`src/hdl/fmp_pkg.sv`:
```
// ----------------------------------------------------------------------------
// fmp_pkg
// Shared types, codes and the control store for the Fibonacci matrix-power
// sequencer.
// ----------------------------------------------------------------------------
package fmp_pkg;

	localparam int unsigned WordW = 64;
	localparam int unsigned HalfW = 32;
	localparam int unsigned UpcW  = 4;

	// operand selects
	localparam logic [1:0] SEL_A = 2'd0;
	localparam logic [1:0] SEL_B = 2'd1;
	localparam logic [1:0] SEL_T = 2'd2;

	// which 32x32 partial product of a 64x64 low product
	localparam logic [1:0] PART_LL = 2'd0;
	localparam logic [1:0] PART_LH = 2'd1;
	localparam logic [1:0] PART_HL = 2'd2;

	// jump kinds
	localparam logic [1:0] J_NEXT = 2'd0; // fall through
	localparam logic [1:0] J_BIT  = 2'd1; // fall through if exponent bit set, else end of bit
	localparam logic [1:0] J_LOOP = 2'd2; // end of bit: next bit or output
	localparam logic [1:0] J_OUT  = 2'd3; // hand result to output register

	// program addresses
	localparam logic [UpcW-1:0] UA_ADJ = 4'd0;
	localparam logic [UpcW-1:0] UA_OUT = 4'd13;

	typedef struct packed {
		logic       mul_en;  // issue a partial product
		logic [1:0] sel_x;
		logic [1:0] sel_y;
		logic [1:0] part;
		logic       clr;     // product starts a fresh sum
		logic       adj;     // t <= 2a - b
		logic       save;    // s <= acc
		logic       wb;      // a <= s, b <= acc
		logic       step;    // a <= a + b, b <= a (times base matrix)
		logic [1:0] jmp;
	} ucode_t;

	localparam ucode_t UC_NOP = '{1'b0, SEL_A, SEL_A, PART_LL, 1'b0, 1'b0, 1'b0, 1'b0, 1'b0,
		J_NEXT};

	// Control store. One bit of the exponent per pass:
	//   a = F(k+1), b = F(k); square: a' = a*a + b*b, b' = b*(2a - b)
	function automatic ucode_t ucode_rom(input logic [UpcW-1:0] addr);
		ucode_t w;
		w = UC_NOP;
		unique case (addr)
			4'd0:  w.adj = 1'b1;
			4'd1:  w = '{1'b1, SEL_A, SEL_A, PART_LL, 1'b1, 1'b0, 1'b0, 1'b0, 1'b0, J_NEXT};
			4'd2:  w = '{1'b1, SEL_A, SEL_A, PART_LH, 1'b0, 1'b0, 1'b0, 1'b0, 1'b0, J_NEXT};
			4'd3:  w = '{1'b1, SEL_A, SEL_A, PART_HL, 1'b0, 1'b0, 1'b0, 1'b0, 1'b0, J_NEXT};
			4'd4:  w = '{1'b1, SEL_B, SEL_B, PART_LL, 1'b0, 1'b0, 1'b0, 1'b0, 1'b0, J_NEXT};
			4'd5:  w = '{1'b1, SEL_B, SEL_B, PART_LH, 1'b0, 1'b0, 1'b0, 1'b0, 1'b0, J_NEXT};
			4'd6:  w = '{1'b1, SEL_B, SEL_B, PART_HL, 1'b0, 1'b0, 1'b0, 1'b0, 1'b0, J_NEXT};
			4'd7:  w = '{1'b1, SEL_B, SEL_T, PART_LL, 1'b1, 1'b0, 1'b0, 1'b0, 1'b0, J_NEXT};
			4'd8:  w = '{1'b1, SEL_B, SEL_T, PART_LH, 1'b0, 1'b0, 1'b1, 1'b0, 1'b0, J_NEXT};
			4'd9:  w = '{1'b1, SEL_B, SEL_T, PART_HL, 1'b0, 1'b0, 1'b0, 1'b0, 1'b0, J_NEXT};
			4'd10: w = UC_NOP;                          // last product drains
			4'd11: begin
				w.wb  = 1'b1;
				w.jmp = J_BIT;
			end
			4'd12: begin
				w.step = 1'b1;
				w.jmp  = J_LOOP;
			end
			4'd13: w.jmp = J_OUT;
			default: w = UC_NOP;
		endcase
		return w;
	endfunction

endpackage

```
`src/hdl/fibonacci_matrix_power.sv`:
```
// ----------------------------------------------------------------------------
// fibonacci_matrix_power
// Fibonacci number of an index by square-and-multiply of {{1,1},{1,0}},
// modulo 2^64, run by a microcoded sequencer around one 32x32 multiplier.
// ----------------------------------------------------------------------------
//  channel | signals                      | beat
//  --------+------------------------------+----------------------------------
//  in      | in_valid, in_ready, index    | one index to evaluate
//  out     | out_valid, out_ready,        | F(index) modulo 2^64, signed
//          | fib_value                    |
//
//  Index 0 or 1: the sequencer goes straight to the output step. Else each
//  of the INDEX_BITS bits of index-1, msb first, gets a squaring and a step
//  by the base matrix where that bit is set; the output step comes last.
//  Each squaring makes nine passes through the single 32x32 multiplier.
//  One item at a time; in_ready is high whenever the sequencer is idle, even
//  while a result waits in the output register. A stalled output holds the
//  sequencer on its last step. Reset clears the sequencer and output valid.
// ----------------------------------------------------------------------------
module fibonacci_matrix_power
	import fmp_pkg::*;
#(
	parameter int unsigned INDEX_BITS = 16
) (
	input  logic                    clk,
	input  logic                    arst_n,
	input  logic                    in_valid,
	output logic                    in_ready,
	input  logic [INDEX_BITS-1:0]   index,
	output logic                    out_valid,
	input  logic                    out_ready,
	output logic signed [WordW-1:0] fib_value
);

	localparam int unsigned CntW = $clog2(INDEX_BITS + 1);

	// sequencer state
	logic                  busy_q;
	logic [UpcW-1:0]       upc_q;
	logic [CntW-1:0]       cnt_q;
	logic [INDEX_BITS-1:0] exp_q;
	ucode_t                uw;

	// datapath
	logic [WordW-1:0] a_q, b_q, t_q, s_q, acc_q;
	logic [WordW-1:0] opx, opy, mul_res;
	logic [HalfW-1:0] mx, my;
	logic [WordW-1:0] prod_s1;
	logic             vld_s1, hi_s1, clr_s1;

	logic             out_valid_q;
	logic [WordW-1:0] res_q;
	logic             in_fire, out_free, last_bit;

	assign uw       = ucode_rom(upc_q);
	assign in_ready = !busy_q;
	assign in_fire  = in_valid && !busy_q;
	assign out_free = !out_valid_q || out_ready;
	assign last_bit = (cnt_q == '0);

	assign out_valid = out_valid_q;
	assign fib_value = $signed(res_q);

	// operand selection
	always_comb begin
		unique case (uw.sel_x)
			SEL_B:   opx = b_q;
			SEL_T:   opx = t_q;
			default: opx = a_q;
		endcase
		unique case (uw.sel_y)
			SEL_B:   opy = b_q;
			SEL_T:   opy = t_q;
			default: opy = a_q;
		endcase
		unique case (uw.part)
			PART_LH: begin
				mx = opx[HalfW-1:0];
				my = opy[WordW-1:HalfW];
			end
			PART_HL: begin
				mx = opx[WordW-1:HalfW];
				my = opy[HalfW-1:0];
			end
			default: begin
				mx = opx[HalfW-1:0];
				my = opy[HalfW-1:0];
			end
		endcase
	end

	assign mul_res = {{HalfW{1'b0}}, mx} * {{HalfW{1'b0}}, my};

	// multiplier output stage, control rides along
	always_ff @(posedge clk or negedge arst_n) begin
		if (!arst_n) begin
			vld_s1 <= 1'b0;
		end else begin
			vld_s1 <= busy_q && uw.mul_en;
		end
	end

	always_ff @(posedge clk) begin
		prod_s1 <= mul_res;
		hi_s1   <= (uw.part != PART_LL);
		clr_s1  <= uw.clr;
	end

	// accumulator: cross terms land in the upper half only
	always_ff @(posedge clk) begin
		if (vld_s1) begin
			acc_q <= (clr_s1 ? '0 : acc_q) +
				(hi_s1 ? {prod_s1[HalfW-1:0], {HalfW{1'b0}}} : prod_s1);
		end
	end

	// working pair and temporaries
	always_ff @(posedge clk) begin
		if (in_fire) begin
			if (index <= INDEX_BITS'(1)) begin
				a_q <= WordW'(index);
			end else begin
				a_q <= WordW'(1);
			end
			b_q <= '0;
		end else if (busy_q) begin
			if (uw.adj) begin
				t_q <= (a_q << 1) - b_q;
			end
			if (uw.save) begin
				s_q <= acc_q;
			end
			if (uw.wb) begin
				a_q <= s_q;
				b_q <= acc_q;
			end
			if (uw.step) begin
				a_q <= a_q + b_q;
				b_q <= a_q;
			end
		end
	end

	// exponent shifts out msb first
	always_ff @(posedge clk) begin
		if (in_fire) begin
			exp_q <= index - INDEX_BITS'(1);
		end else if (busy_q && ((uw.jmp == J_LOOP) ||
				(uw.jmp == J_BIT && !exp_q[INDEX_BITS-1]))) begin
			exp_q <= exp_q << 1;
		end
	end

	// step counter and jumps
	always_ff @(posedge clk or negedge arst_n) begin
		if (!arst_n) begin
			busy_q      <= 1'b0;
			upc_q       <= UA_ADJ;
			cnt_q       <= '0;
			out_valid_q <= 1'b0;
		end else begin
			// output valid: load on the output step, drop once taken
			if (busy_q && uw.jmp == J_OUT && out_free) begin
				out_valid_q <= 1'b1;
			end else if (out_valid_q && out_ready) begin
				out_valid_q <= 1'b0;
			end
			if (in_fire) begin
				busy_q <= 1'b1;
				if (index <= INDEX_BITS'(1)) begin
					upc_q <= UA_OUT;
					cnt_q <= '0;
				end else begin
					upc_q <= UA_ADJ;
					cnt_q <= CntW'(INDEX_BITS - 1);
				end
			end else if (busy_q) begin
				unique case (uw.jmp)
					J_NEXT: upc_q <= upc_q + UpcW'(1);
					J_BIT, J_LOOP: begin
						if (uw.jmp == J_BIT && exp_q[INDEX_BITS-1]) begin
							upc_q <= upc_q + UpcW'(1);
						end else if (last_bit) begin
							upc_q <= UA_OUT;
						end else begin
							cnt_q <= cnt_q - CntW'(1);
							upc_q <= UA_ADJ;
						end
					end
					J_OUT: begin
						if (out_free) begin
							busy_q <= 1'b0;
						end
					end
					default: upc_q <= upc_q;
				endcase
			end
		end
	end

	// result register
	always_ff @(posedge clk) begin
		if (busy_q && uw.jmp == J_OUT && out_free) begin
			res_q <= a_q;
		end
	end

	// checks
	a_upc_range: assert property (@(posedge clk) disable iff (!arst_n)
		busy_q |-> (upc_q <= UA_OUT))
		else $error("sequencer left the program");

	a_out_last: assert property (@(posedge clk) disable iff (!arst_n)
		(busy_q && upc_q == UA_OUT) |-> (cnt_q == '0))
		else $error("result step reached with exponent bits left");

	a_mul_busy: assert property (@(posedge clk) disable iff (!arst_n)
		vld_s1 |-> busy_q)
		else $error("product in flight while idle");

	a_res_src: assert property (@(posedge clk) disable iff (!arst_n)
		$rose(out_valid_q) |-> $past(busy_q && upc_q == UA_OUT))
		else $error("result raised outside the output step");

endmodule
```
`config.mk`:
```
export PLATFORM = sky130hd
export DESIGN_NAME = fibonacci_matrix_power
export DESIGN_NICKNAME = d
export VERILOG_FILES = /design/src/hdl/fmp_pkg.sv /design/src/hdl/fibonacci_matrix_power.sv
export SDC_FILE = /design/constraint.sdc
export NUM_CORES = 2
export LEC_CHECK = 0
export ABC_AREA = 1
export BUFFER_PORTS_ARGS = -buffer_cell sky130_fd_sc_hd__buf_2
export CAP_MARGIN = 20
export CORE_ASPECT_RATIO = 2
export CORE_MARGIN = 2
export CORE_UTILIZATION = 50
export DETAILED_ROUTE_END_ITERATION = 7
export PLACE_DENSITY = 0.68
export SYNTH_ARGS = -nofsm -noshare
export SYNTH_HDL_FRONTEND = slang
export SYNTH_SLANG_ARGS = --single-unit
```
`constraint.sdc`:
```
create_clock -name clk -period 7.95 [get_ports clk]
set_input_delay 0.795 -clock clk [delete_from_list [all_inputs] [get_ports clk]]
set_output_delay 0.795 -clock clk [all_outputs]
set_load 0.005 [all_outputs]
```
==> impl_metrics.toml, run 1 <==
[run_status]
status = "stopped before the end"
lastStage = "global routing"
error = "[ERROR GRT-0116] Global routing finished with congestion. Check the congestion regions in the DRC Viewer."

[logic_synthesis]
synth_cells = 9454
yosys.area_share.simple_pct = 22.7
netlist_area_um2 = 69700
ys_warn_count = 0
synthXorXnorAreaFrac_pct = 2.07
ys_types = 48
synth_top_family_by_area = "adder cells"
syn_nets = 10837
synth-seq-cells = 478
synth_compound_area_share_pct = 9.14
synth_fa_ha_area_share_pct = 34.2
syn_area_per_cell_um2 = 7.37
ys_seq_area_share_pct = 18.7
muxShareOfSynthArea_pct = 0

[placed_design]
place.gp.congestion = 1.20
port_buffers = 85
post-dp-hpwl_um = 318000

[grt]
grt_pass1_vias = 88661
global_route.usage.total_pct = 70.7
grt_overflow = 1203
grt_max_degree = 102
grt_pass1_wl_um = 737000

[floorplan]
floorplan.initialDensity_pct = 50.3
die_h_um = 532
fp-row-count = 193
boundaryPins = 86
dieWidth_um = 268

[clock_network]
clockRootBuffer = "clkbuf_16"
h-tree-depth = 2
holdBufCountCts = 0
numCtsBuffers = 48
clock_sinks = 478
cts_buffer_depth = 3
-- synthesized netlist by cell type, drive strengths merged --
| cell | count | area (um^2) |
|---|---|---|
| a31oi | 76 | 475 |
| nand3 | 241 | 1210 |
| a22o | 1 | 8.76 |
| nand3b | 17 | 128 |
| o211ai | 84 | 711 |
| xnor2 | 31 | 272 |
| nor3 | 60 | 310 |
| fa | 899 | 18000 |
| and2 | 10 | 62.6 |
| ha | 464 | 5810 |
| o31ai | 1 | 7.51 |
| a21boi | 18 | 135 |
| or2 | 5 | 31.3 |
| dfxtp | 130 | 2600 |
| buf | 188 | 1120 |
| o21a | 34 | 255 |
| a21oi | 355 | 1790 |
| edfxtp | 336 | 10100 |
| nor2 | 1356 | 5250 |
| o21bai | 74 | 556 |
| o311a | 1 | 10.0 |
| clkinv | 2 | 7.51 |
| o22ai | 3 | 18.8 |
| dfrtp | 12 | 300 |
| inv | 2073 | 7780 |
| o221ai | 1 | 8.76 |
| o21ai | 442 | 2290 |
| a21o | 12 | 90.1 |
| a211oi | 1 | 7.51 |
| clkbuf | 92 | 345 |
| xor2 | 134 | 1170 |
| nor4 | 9 | 56.3 |
| nand4 | 34 | 213 |
| nand2 | 2258 | 8550 |
-- kinds of logic after synthesis --
logic type | after synthesis
AO/OA/AOI/OAI | 1103
AND/OR/NAND/NOR | 3990
XOR/XNOR | 165
flip-flops | 478
adder cells (fa/ha/maj) | 1363
buffers and inverters | 2355
-- stage by stage --
step / worst slack, ns / instance area [um^2] / util [%] / std cells / TNS [ns]
after floorplan: -0.00183 / 69700 / - / 9454 / -0.00183
after detailed placement: -1.39 / 79800 / 57.7 / 12075 / -57.88
after global placement: -1.40 / 79800 / 57.7 / 12075 / -56.42
after CTS: -0.607 / 86100 / 62.2 / 12309 / -20.76
-- repair_timing --
action,CTS
resized for setup,923
setup endpoints to repair,54
gates cloned,14
pin swaps,242
setup buffers,136
-- per-layer routing --
metal  GRT overflow  global-route usage (%)
met3             27                    49.8
met2            720                    91.5
met1             20                    67.4
met5              2                    15.1
met4            434                    78.7
==> inputs of run 2 (changes only) <==
Settings changed: CORE_ASPECT_RATIO 2 to default, CORE_UTILIZATION 50 to 35, PLACE_DENSITY 0.68 to default, PLACE_DENSITY_LB_ADDON from default to 0.15.
Clock period 7.95 ns to 10.3 ns, I/O delays scaled along.
==> run 2 against run 1 <==
  * The flow now finishes without violations
  * Area after synthesis stayed put
  * Synthesized cell count stayed put
==> impl_metrics.toml, run 2 <==
[sta]
max_freq_ghz = 0.100
fin_skew_ns = 0.0517
period_minus_slack_ns = 9.95
relSlewSlack_pct = 24.8
worstMarginPinSlew_ns = 1.13
report.final.slew_viol_count = 0
final.period_utilization_pct = 96.6
tns_ns = 0
final-hold-violation-count = 0
setup_viol = 0
rsz0062_at_grt = "no"

[worst_setup_path]
critical-path-max-stage-delay_ns = 0.67
cp.arrival_ns = 10.55
cp_slowest_cell = "fa_1"
criticalPathCategory = "register to register"
setup.worst_path.end_class = "register"
required_ns = 10.90
path_max_fanout = 36
crit_path_start_kind = "register"

[placed_design]
post-dp-hpwl_um = 273000
place.gp.congestion = 0.998
port_buffers = 85
dp.cells = 12221

[routing]
drtPass1Iterations = 8
routedWlPerCell_um = 26.0
wl_um = 321000
vias = 63824
ant_nets = 0
drt_iter0_markers = 6440
route.detailed.drc = 0
via_per_inst = 5.17

[clock_network]
clock_sinks = 478
h-tree-depth = 2
cts_resized = 0
clockRootBuffer = "clkbuf_16"
cts_buffer_depth = 3
numCtsBuffers = 61
clk_pin_slew_ns = 0.06
holdBufCountCts = 0
insertion_delay_ns = 0.74
cts_tree = "yes"
post_cts_buffers = 0

[logic_synthesis]
synth-main-ff-cell = "edfxtp_1"
synth_most_common_cell = "nand2_1"
netlist_top_cells_area = "fa_1, edfxtp_1, nand2_1"
syn_nets = 10837
ys_types = 48
synth_cells = 9454
synth_edf_count = 336
syn_area_per_cell_um2 = 7.37
netlist_area_um2 = 69700
ys_seq_area_share_pct = 18.7
synthTopCellsByCount = "nand2_1, inv_1, nor2_1"
synth-seq-cells = 478
async_reset_ff_share_pct = 2.51
ys_warn_count = 0
synth_top_area_cell = "fa_1"
yosys.area.top_type_share_pct = 25.8

[cells_and_area]
regArea_um2 = 13000
n_fill_cell = 21103
drive_gt1_share_pct = 7.28
fin_nets = 11027
synthToLayoutAreaGrowth_pct = 10.8
final_cell_mix = "nand2_1, inv_1, nor2_1"
mostFrequentLayoutCell = "nand2_1"
utilization_pct = 39.1
fin_cells = 12342
multiInputGateArea_um2 = 47500

[grt]
antenna_found_initial = 16
global_route.usage.total_pct = 31.3
grt_max_degree = 170
grt_pass1_wl_um = 457000
grt_overflow = 0
grt_pass1_vias = 63298

[floorplan]
die_h_um = 450
fp-row-count = 163
core_area_um2 = 198000
die-area_um2 = 203000
boundaryPins = 86
floorplan.initialDensity_pct = 35.2
dieWidth_um = 450

[worst_hold_path]
min_path_type = "input pin to async pin"

[run_status]
status = "finished clean"

[run]
cap_violations = 0
[run 2: path summary, 6_finish.rpt]
check                                     start               endpoint  slack [ns]  cells after the start
min reg2reg                 acc_q[23]$_DFFE_PP_      s_q[23]$_DFFE_PP_        0.48                      0
min                                      arst_n  out_valid$_DFFE_PN0P_        0.19                      1
max in group asynchronous                arst_n       vld_s1$_DFF_PN0_        9.83                      1
max reg2reg                upc_q[0]$_DFFE_PN0P_    prod_s1[34]$_DFF_P_        0.35                     36
max                        upc_q[0]$_DFFE_PN0P_    prod_s1[34]$_DFF_P_        0.35                     36
min in group clk            acc_q[23]$_DFFE_PP_      s_q[23]$_DFFE_PP_        0.48                      0
[run 2: metrics by stage]
step | hold slack (ns) | cell area [um^2] | worst slack, ns
after CTS | 0.165 | 77200 | 0.336
after global placement | 0.443 | 74800 | 0.349
after floorplan | 0.426 | 69700 | 2.17
after detailed placement | 0.460 | 74800 | 0.397
final | 0.186 | 77200 | 0.345
after global routing | 0.193 | 77200 | 0.0782
[run 2: logic make-up after synthesis]
logic type	count (synthesis)	share of synthesized area, %
compound gates	1103	9.14
buf+inv	2355	13.3
simple gates	3990	22.7
xor+xnor	165	2.07
flops	478	18.7
fa+ha+maj	1363	34.2
[run 2: critical path, delay by kind of cell, from the launching register on]
| family | cells | cell delay, ns |
|---|---|---|
| AND/OR/NAND/NOR | 2 | 0.51 |
| buffers and inverters | 13 | 1.58 |
| AO/OA/AOI/OAI | 9 | 2.02 |
| adder cells (fa/ha/maj) | 11 | 5.04 |
| XOR/XNOR | 1 | 0.22 |
| flip-flops | 1 | 0.38 |
[run 2: routing by layer]
metal | vias up | wire length, um | global-route usage, %
met5 | - | 0 | 0
met4 | 0 | 19200 | 15.6
met3 | 486 | 20900 | 3.71
met2 | 2499 | 143000 | 49.3
met1 | 31719 | 138000 | 42.5
li1 | 29120 | - | -
[run 2: layout make-up]
| type | instances | share of cell area [%] |
|---|---|---|
| clock inverters | 44 | 0.924 |
| multi-input cells | 6621 | 61.6 |
| inverters | 2075 | 10.1 |
| clock buffers | 72 | 2.14 |
| diodes | 5 | 0.0162 |
| flip-flops and latches | 478 | 16.8 |
| repair buffers | 407 | 4.11 |
| well taps | 2640 | 4.28 |
Power of run 2 is not shown: default switching activity piles up to over one toggle a cycle in this logic, so the estimate is an artifact.
